--- src/hw/rtl/bbfd_pkg.sv ---
// Package with the shared types and constants of the brace-balanced frame delimiter.
package bbfd_pkg;

    // Frame buffer size: a frame holds at most FRAME_BYTES-1 bytes.
    localparam int FRAME_BYTES = 256;
    localparam logic [7:0] FRAME_LIMIT = 8'(FRAME_BYTES - 1);

    localparam logic [7:0] OPEN_BRACE  = 8'h7B;
    localparam logic [7:0] CLOSE_BRACE = 8'h7D;

    // Configuration port geometry: registers at byte addresses 0 and 4.
    localparam int APB_ADDR_W = 3;
    localparam int APB_DATA_W = 32;

    typedef enum logic
    {
        REG_REBOOT_ENABLE = 1'b0,
        REG_REBOOT_CODE   = 1'b1
    } reg_index_t;

    typedef struct packed
    {
        logic       reboot_enable;
        logic [7:0] reboot_code;
    } cfg_t;

    typedef struct packed
    {
        logic [7:0] out_byte;
        logic       frame_member;
        logic       frame_first;
        logic       frame_last;
        logic       frame_overflow;
        logic [7:0] frame_length;
        logic       reboot_request;
    } result_t;

endpackage

--- src/hw/rtl/bbfd_ifaces.sv ---
// Valid/ready channel interfaces for received bytes and framed results.
interface bbfd_byte_if;
    logic       valid;
    logic       ready;
    logic [7:0] rx_byte;

    modport source (output valid, output rx_byte, input ready);
    modport sink   (input valid, input rx_byte, output ready);
endinterface

interface bbfd_frame_if;
    logic       valid;
    logic       ready;
    logic [7:0] out_byte;
    logic       frame_member;
    logic       frame_first;
    logic       frame_last;
    logic       frame_overflow;
    logic [7:0] frame_length;
    logic       reboot_request;

    modport source (
        output valid, output out_byte, output frame_member, output frame_first,
        output frame_last, output frame_overflow, output frame_length,
        output reboot_request, input ready
    );
    modport sink (
        input valid, input out_byte, input frame_member, input frame_first,
        input frame_last, input frame_overflow, input frame_length,
        input reboot_request, output ready
    );
endinterface

--- src/hw/rtl/bbfd_cfg_regs.sv ---
// APB configuration registers: reboot enable and reboot code.
module bbfd_cfg_regs
(
    input  logic                              clk,
    input  logic                              rst_n,
    input  logic                              psel,
    input  logic                              penable,
    input  logic                              pwrite,
    input  logic [bbfd_pkg::APB_ADDR_W-1:0]   paddr,
    input  logic [bbfd_pkg::APB_DATA_W-1:0]   pwdata,
    output logic [bbfd_pkg::APB_DATA_W-1:0]   prdata,
    output logic                              pready,
    output bbfd_pkg::cfg_t                    cfg
);

    bbfd_pkg::cfg_t       cfg_reg;
    bbfd_pkg::cfg_t       cfg_next;
    bbfd_pkg::reg_index_t reg_sel;
    logic                 wr_en;

    assign pready  = 1'b1;
    assign reg_sel = bbfd_pkg::reg_index_t'(paddr[2]);
    assign wr_en   = psel && penable && pwrite && pready;

    always_comb
    begin
        cfg_next = cfg_reg;
        if (wr_en)
        begin
            unique case (reg_sel)
                bbfd_pkg::REG_REBOOT_ENABLE: cfg_next.reboot_enable = pwdata[0];
                bbfd_pkg::REG_REBOOT_CODE:   cfg_next.reboot_code   = pwdata[7:0];
                default:                     cfg_next = cfg_reg;
            endcase
        end
    end

    always_comb
    begin
        unique case (reg_sel)
            bbfd_pkg::REG_REBOOT_ENABLE:
                prdata = {{(bbfd_pkg::APB_DATA_W-1){1'b0}}, cfg_reg.reboot_enable};
            bbfd_pkg::REG_REBOOT_CODE:
                prdata = {{(bbfd_pkg::APB_DATA_W-8){1'b0}}, cfg_reg.reboot_code};
            default:
                prdata = '0;
        endcase
    end

    always_ff @(posedge clk or negedge rst_n)
    begin
        if (!rst_n)
        begin
            cfg_reg.reboot_enable <= 1'b1;
            cfg_reg.reboot_code   <= 8'h00;
        end
        else
        begin
            cfg_reg <= cfg_next;
        end
    end

    assign cfg = cfg_reg;

endmodule

--- src/hw/rtl/bbfd_core.sv ---
// Framing state (collecting, depth, count) and the per-byte result logic.
module bbfd_core
(
    input  logic                clk,
    input  logic                rst_n,
    input  logic                advance,
    input  logic [7:0]          rx_byte,
    input  bbfd_pkg::cfg_t      cfg,
    output bbfd_pkg::result_t   res
);

    logic       collecting_reg;
    logic       collecting_next;
    logic [7:0] depth_reg;
    logic [7:0] depth_next;
    logic [7:0] count_reg;
    logic [7:0] count_next;
    logic [7:0] count_inc;
    logic [7:0] depth_upd;

    assign count_inc = count_reg + 8'd1;

    always_comb
    begin
        if (rx_byte == bbfd_pkg::OPEN_BRACE)
            depth_upd = depth_reg + 8'd1;
        else if (rx_byte == bbfd_pkg::CLOSE_BRACE)
            depth_upd = depth_reg - 8'd1;
        else
            depth_upd = depth_reg;
    end

    always_comb
    begin
        res                = '0;
        res.out_byte       = rx_byte;
        collecting_next    = collecting_reg;
        depth_next         = depth_reg;
        count_next         = count_reg;

        if (!collecting_reg)
        begin
            if (rx_byte == bbfd_pkg::OPEN_BRACE)
            begin
                collecting_next  = 1'b1;
                depth_next       = 8'd1;
                count_next       = 8'd1;
                res.frame_member = 1'b1;
                res.frame_first  = 1'b1;
                res.frame_length = 8'd1;
            end
            else if (cfg.reboot_enable && rx_byte == cfg.reboot_code)
            begin
                res.reboot_request = 1'b1;
            end
        end
        else if (count_reg < bbfd_pkg::FRAME_LIMIT)
        begin
            depth_next       = depth_upd;
            count_next       = count_inc;
            res.frame_member = 1'b1;
            res.frame_length = count_inc;
            if (depth_upd == 8'd0)
            begin
                res.frame_last  = 1'b1;
                collecting_next = 1'b0;
                count_next      = 8'd0;
            end
        end
        else
        begin
            // Limit reached: the byte is dropped and the frame is aborted.
            res.frame_overflow = 1'b1;
            res.frame_length   = count_reg;
            collecting_next    = 1'b0;
            depth_next         = 8'd0;
            count_next         = 8'd0;
        end
    end

    always_ff @(posedge clk or negedge rst_n)
    begin
        if (!rst_n)
        begin
            collecting_reg <= 1'b0;
            depth_reg      <= 8'd0;
            count_reg      <= 8'd0;
        end
        else if (advance)
        begin
            collecting_reg <= collecting_next;
            depth_reg      <= depth_next;
            count_reg      <= count_next;
        end
    end

endmodule

--- src/hw/rtl/brace_balanced_frame_delimiter.sv ---
// Path: an accepted byte is registered in stage 1, and its result is then registered
// in the result register that drives frame_out.
// Throughput: one byte per cycle; the input register feeds the framing logic
// and the result register, and both stages advance together when frame_out flows.
// Reset (rst_n, asynchronous, active low) empties both stages, returns the
// framer to idle with depth and count zero, and sets reboot_enable=1, reboot_code=0.
// Top level of the brace-balanced frame delimiter.
module brace_balanced_frame_delimiter
(
    input  logic                              clk,
    input  logic                              rst_n,
    bbfd_byte_if.sink                         byte_in,
    bbfd_frame_if.source                      frame_out,
    input  logic                              psel,
    input  logic                              penable,
    input  logic                              pwrite,
    input  logic [bbfd_pkg::APB_ADDR_W-1:0]   paddr,
    input  logic [bbfd_pkg::APB_DATA_W-1:0]   pwdata,
    output logic [bbfd_pkg::APB_DATA_W-1:0]   prdata,
    output logic                              pready
);

    bbfd_pkg::cfg_t    cfg;
    bbfd_pkg::result_t core_res;

    // Stage 1: the accepted byte waits here for the framing logic.
    logic              s1_valid_reg;
    logic [7:0]        s1_byte_reg;
    // Stage 2: the finished result waits here for the sink.
    logic              out_valid_reg;
    bbfd_pkg::result_t out_res_reg;

    logic out_free;
    logic s1_advance;
    logic in_fire;

    bbfd_cfg_regs u_cfg_regs
    (
        .clk     (clk),
        .rst_n   (rst_n),
        .psel    (psel),
        .penable (penable),
        .pwrite  (pwrite),
        .paddr   (paddr),
        .pwdata  (pwdata),
        .prdata  (prdata),
        .pready  (pready),
        .cfg     (cfg)
    );

    // The framing state moves only when the byte in stage 1 is handed on to
    // the result register, so every byte is seen exactly once and in order.
    bbfd_core u_core
    (
        .clk     (clk),
        .rst_n   (rst_n),
        .advance (s1_advance),
        .rx_byte (s1_byte_reg),
        .cfg     (cfg),
        .res     (core_res)
    );

    // The result register can take a new result when it is empty or its
    // current transaction completes this cycle.
    assign out_free   = !out_valid_reg || frame_out.ready;
    assign s1_advance = s1_valid_reg && out_free;
    assign byte_in.ready = !s1_valid_reg || out_free;
    assign in_fire    = byte_in.valid && byte_in.ready;

    always_ff @(posedge clk or negedge rst_n)
    begin
        if (!rst_n)
        begin
            s1_valid_reg  <= 1'b0;
            out_valid_reg <= 1'b0;
        end
        else
        begin
            if (byte_in.ready)
                s1_valid_reg <= byte_in.valid;
            if (out_free)
                out_valid_reg <= s1_valid_reg;
        end
    end

    // Payload registers carry no reset.
    always_ff @(posedge clk)
    begin
        if (in_fire)
            s1_byte_reg <= byte_in.rx_byte;
        if (s1_advance)
            out_res_reg <= core_res;
    end

    assign frame_out.valid          = out_valid_reg;
    assign frame_out.out_byte       = out_res_reg.out_byte;
    assign frame_out.frame_member   = out_res_reg.frame_member;
    assign frame_out.frame_first    = out_res_reg.frame_first;
    assign frame_out.frame_last     = out_res_reg.frame_last;
    assign frame_out.frame_overflow = out_res_reg.frame_overflow;
    assign frame_out.frame_length   = out_res_reg.frame_length;
    assign frame_out.reboot_request = out_res_reg.reboot_request;

    // A frame start is always a member byte of length one.
    a_first_is_member: assert property (@(posedge clk) disable iff (!rst_n)
        (out_valid_reg && out_res_reg.frame_first) |->
            (out_res_reg.frame_member && out_res_reg.frame_length == 8'd1))
        else $error("frame start without membership or with wrong length");

    // An aborted frame drops its byte and reports a full buffer.
    a_overflow_full: assert property (@(posedge clk) disable iff (!rst_n)
        (out_valid_reg && out_res_reg.frame_overflow) |->
            (!out_res_reg.frame_member && out_res_reg.frame_length == bbfd_pkg::FRAME_LIMIT))
        else $error("overflow reported before the length limit");

    // A reboot request only comes from an idle, non-member byte.
    a_reboot_idle: assert property (@(posedge clk) disable iff (!rst_n)
        (out_valid_reg && out_res_reg.reboot_request) |->
            (!out_res_reg.frame_member && out_res_reg.frame_length == 8'd0))
        else $error("reboot request raised inside a frame");

    // A result that has not been taken is held in the result register.
    a_result_held: assert property (@(posedge clk) disable iff (!rst_n)
        (out_valid_reg && !frame_out.ready) |=> (out_valid_reg && $stable(out_res_reg)))
        else $error("pending result changed before it was taken");

endmodule

--- src/flat_wrapper.sv ---
// flat-port wrapper written by rule: the top's interface ports become plain ports
module brace_balanced_frame_delimiter_flat 
  (clk, rst_n, psel, penable, pwrite, paddr, pwdata, prdata, pready, byte_in_valid, byte_in_rx_byte, byte_in_ready, frame_out_valid, frame_out_out_byte, frame_out_frame_member, frame_out_frame_first, frame_out_frame_last, frame_out_frame_overflow, frame_out_frame_length, frame_out_reboot_request, frame_out_ready);
  bbfd_byte_if byte_in_i ();
  bbfd_frame_if frame_out_i ();
  input  logic clk;
  input  logic rst_n;
  input  logic psel;
  input  logic penable;
  input  logic pwrite;
  input  logic [bbfd_pkg::APB_ADDR_W-1:0] paddr;
  input  logic [bbfd_pkg::APB_DATA_W-1:0] pwdata;
  output logic [bbfd_pkg::APB_DATA_W-1:0] prdata;
  output logic pready;
  input wire logic [$bits(byte_in_i.valid)-1:0] byte_in_valid;
  input wire logic [$bits(byte_in_i.rx_byte)-1:0] byte_in_rx_byte;
  output wire logic [$bits(byte_in_i.ready)-1:0] byte_in_ready;
  output wire logic [$bits(frame_out_i.valid)-1:0] frame_out_valid;
  output wire logic [$bits(frame_out_i.out_byte)-1:0] frame_out_out_byte;
  output wire logic [$bits(frame_out_i.frame_member)-1:0] frame_out_frame_member;
  output wire logic [$bits(frame_out_i.frame_first)-1:0] frame_out_frame_first;
  output wire logic [$bits(frame_out_i.frame_last)-1:0] frame_out_frame_last;
  output wire logic [$bits(frame_out_i.frame_overflow)-1:0] frame_out_frame_overflow;
  output wire logic [$bits(frame_out_i.frame_length)-1:0] frame_out_frame_length;
  output wire logic [$bits(frame_out_i.reboot_request)-1:0] frame_out_reboot_request;
  input wire logic [$bits(frame_out_i.ready)-1:0] frame_out_ready;
  assign byte_in_i.valid = byte_in_valid;
  assign byte_in_i.rx_byte = byte_in_rx_byte;
  assign byte_in_ready = byte_in_i.ready;
  assign frame_out_valid = frame_out_i.valid;
  assign frame_out_out_byte = frame_out_i.out_byte;
  assign frame_out_frame_member = frame_out_i.frame_member;
  assign frame_out_frame_first = frame_out_i.frame_first;
  assign frame_out_frame_last = frame_out_i.frame_last;
  assign frame_out_frame_overflow = frame_out_i.frame_overflow;
  assign frame_out_frame_length = frame_out_i.frame_length;
  assign frame_out_reboot_request = frame_out_i.reboot_request;
  assign frame_out_i.ready = frame_out_ready;
  brace_balanced_frame_delimiter u_core (.clk(clk), .rst_n(rst_n), .byte_in(byte_in_i), .frame_out(frame_out_i), .psel(psel), .penable(penable), .pwrite(pwrite), .paddr(paddr), .pwdata(pwdata), .prdata(prdata), .pready(pready));
endmodule
--- config.mk ---
export PLATFORM = sky130hd
export DESIGN_NAME = brace_balanced_frame_delimiter_flat
export DESIGN_NICKNAME = d
export VERILOG_FILES = /design/src/hw/rtl/bbfd_pkg.sv /design/src/hw/rtl/bbfd_ifaces.sv /design/src/hw/rtl/bbfd_cfg_regs.sv /design/src/hw/rtl/bbfd_core.sv /design/src/hw/rtl/brace_balanced_frame_delimiter.sv /design/src/flat_wrapper.sv
export SDC_FILE = /design/constraint.sdc
export NUM_CORES = 1
export LEC_CHECK = 0
export ABC_CLOCK_PERIOD_IN_PS = 4800
export BUFFER_PORTS_ARGS = -buffer_cell sky130_fd_sc_hd__clkbuf_2
export CORE_UTILIZATION = 51
export DETAILED_ROUTE_END_ITERATION = 12
export GPL_TIMING_DRIVEN = 0
export PLACE_DENSITY = 0.85
export SYNTH_ARGS = -nofsm -noshare
export SYNTH_HDL_FRONTEND = slang
export SYNTH_SLANG_ARGS = --single-unit
--- constraint.sdc ---
create_clock -name clk -period 4.8 [get_ports clk]
set_input_delay 0 -clock clk [delete_from_list [all_inputs] [get_ports clk]]
set_output_delay 0 -clock clk [all_outputs]
set_load 0.03 [all_outputs]
==> metrics <==
outcome finished, final reports clean; Worst Max-Slew Pin Slew slightly below 1000 ps; setup violators final 0; Clock power frac 32.6%; post-CTS setup buffers 0; period utilization between 50% and 60%; Sw Share 31.79%; synth warn 0; Area Overhead vs Synth 26.79%; placer's final routability congestion estimate 0.8577; fin. max-slew vios 0; Via Count about 2400; Worst Path Max Fanout 25; nature of the critical path endpoint register; Sink Count between 50 and 60; Fin Setup TNS 0 ps; post-synthesis compound-gate area fraction 11.74%; # rows 28; grt ovf 0; met3 Use GR around 5.6%; net switching power 0.4323 mW; remaining antenna violation count after routing 0; maximum clock insertion buffer count 2; DRT iter0 DRCs 181; initial antenna violation count 0; post-DP HPWL between 4000 and 5000 µm; RSZ-0062 raised after global routing false; largest net degree at the start of global routing 29; first-pass GRT wire length 11610 µm; P_leak 1.729 nW; die area between 0.006 and 0.007 mm²; endpoints failing hold 0; placed cell areas 0.003580 mm²; Hold/Removal Path Class input pin to register; Synth Area in Adders around 1.2%; met2 GRT Util 41.86%; slew margin rel. 34.31%; CTS tree done; Pwr Total between 1 and 1.5 mW; R2R Setup Slk ~2300 ps; Ports approximately 110; Root Driver clkbuf_8; # H-tree levels 3; Setup crit start kind register; GRT Overall Usage about a quarter; CTS hold repair buffers 20; Data arrival, critical path 2700 ps; Flop pwr share roughly 45%; PortBufs 53; Yosys reg bits 57; worst r2r dst u_core.u_core.count_reg[5]; vias in the first global route 2395; skew final 7.179 ps; share of layout cells above drive strength 1 31.89%; hold slack 95.52 ps; 1st-pass router iterations 4; # diodes 0; multiplexer share of the synthesized area 3.593%; Data required, critical path 5030 ps; post-route cell area 0.003974 mm²; max cap viols 0; largest cells by area after synthesis edfxtp_1 (28%), dfrtp_1 (22%), buf_4 (6.0%); total CTS buffers 9; WL per Instance between 10 and 15 µm; Pint 0.9275 mW; area fraction of the dominant cell type after synthesis between 20% and 30%; die width ~80 µm; worst hold path depth 4; Routed Wire Length 6983 µm; mean post-synth cell area 11.19 µm²; largest family of logic cells by synthesized area simple AND/OR/NAND/NOR gates; max reg flops 9; Combinational Power Share 22.1%; asr flop ratio synth 49.12%; fill count 453; Post-synth EDFFs 29; clock latency on the worst-skew pair ~350 ps; Reg2Reg Depth 7; r2r startpoint u_core.frame_out.valid; hold endpoint u_core.u_cfg_regs.cfg[8]; global routing's busiest layer met2; Residual DRC 0; area share of xor/xnor cells in the synthesized design roughly 5.5%; Clock transition at path regs 70 ps; Resize count post-CTS 0; simple-gate portion of the synthesized area 18.92%; PwrDens 342.2 mW/mm²; mapped cell area 0.003134 mm²; starting density of the core 52.94%; Post-Synthesis Cells 280; fin crit period 2477 ps; most frequent cells after synthesis edfxtp_1 (29), nand2_1 (29), dfrtp_1 (27); Synth cell types 58; Primary FF master, synth edfxtp_1; Hold Path Origin penable; met1 GRT Util between 20% and 30%; sequential share of the synthesized area 50.18%; core area between 0.005 and 0.006 mm²; # nets final 440; Die Ht 80.40 µm; Via density 5.191; cell taking the most area after synthesis edfxtp_1; CP Class register to register; worst vdd ir 0.2296 mV; fmax 403.7 MHz
==> area by class of cell <==
cell class	count	area [µm²]	area share, %
flip-flops and latches	57	1573	39.58
well taps	75	93.84	2.361
clock buffers	9	123.9	3.117
multi-input cells	206	1379	34.70
inverters	4	15.01	0.3778
clock inverters	7	70.07	1.763
plain buffers	36	254.0	6.392
repair buffers	73	465.4	11.71
==> cell usage in the layout, fill, tap and decap left out, types with 3 or more instances in the layout <==
cell type,netlist,routed
nand2_1,29,29
nand3b_1,4,4
conb_1,2,25
clkbuf_2,0,53
ha_1,3,3
o22ai_1,3,3
xor2_1,4,4
o21ai_0,4,4
clkbuf_8,0,9
and2_1,13,13
buf_6,3,3
buf_4,25,25
nand3_2,3,3
clkinvlp_4,0,3
a21oi_1,8,8
xnor2_1,9,9
dlygate4sd3_1,0,20
edfxtp_1,29,29
or2_1,3,3
mux2_2,10,10
o31a_1,4,4
nor2_1,14,14
o21ai_1,11,11
nand3_1,5,5
nor3_1,4,4
nand2b_1,4,4
clkbuf_1,5,5
nand4_1,7,7
dfrtp_1,27,27
inv_1,4,4
and4b_1,3,3
==> per-stage QoR <==
stage / util [%] / setup WS, ps / instances
final: 67.12 / 2323 / 467
after global routing: 67.12 / 2083 / 467
after CTS: 67.12 / 2373 / 467
after detailed placement: 60.46 / 2404 / 431
after global placement: 60.46 / 2425 / 431
after floorplan: - / 2722 / 303
==> layer usage <==
metal,up-vias,wire (µm)
met1,1136,2857
met4,0,197
met2,93,3579
met3,18,348
li1,1177,-
met5,-,0
==> power groups by stage <==
| stage | Combinational (mW) | Sequential [mW] | Clock, mW |
|---|---|---|---|
| global placement | 0.273 | 0.622 | 0 |
| global route | 0.330 | 0.623 | 0.472 |
| floorplan | 0.193 | 0.640 | 0 |
| detailed placement | 0.281 | 0.624 | 0 |
| CTS | 0.296 | 0.615 | 0.448 |
| finish | 0.300 | 0.616 | 0.444 |
==> worst max-delay path by stage <==
stage / start / to / slack (ps)
after CTS: u_core.frame_out.valid / u_core.u_core.count_reg[5] / 2370
after global routing: u_core.frame_out.valid / u_core.u_core.count_reg[0] / 2080
after floorplan: u_core.s1_byte_reg[1] / u_core.u_core.count_reg[1] / 2720
after detailed placement: u_core.frame_out.valid / u_core.u_core.depth_reg[3] / 2400
final: u_core.frame_out.valid / u_core.u_core.count_reg[5] / 2320
after global placement: u_core.frame_out.valid / u_core.u_core.count_reg[6] / 2430
==> cells by family (layout without fill, tap and decap cells) <==
logic type,after synthesis,in the layout
xor+xnor,16,16
fa+ha+maj,3,3
mux,10,10
flops,57,57
buf+inv,40,129
simple gates,102,102
other cells,2,25
compound gates,50,50
==> worst max-delay path: stages (launching register included) <==
cell and delay [ps]:
dfrtp_1 400, nand2b_1 100, nand2_1 140, inv_1 750, o21ai_1 390, clkbuf_1 360
nand2_1 140, o31ai_1 70
No activity file was read; power rests on OpenSTA's default activity.
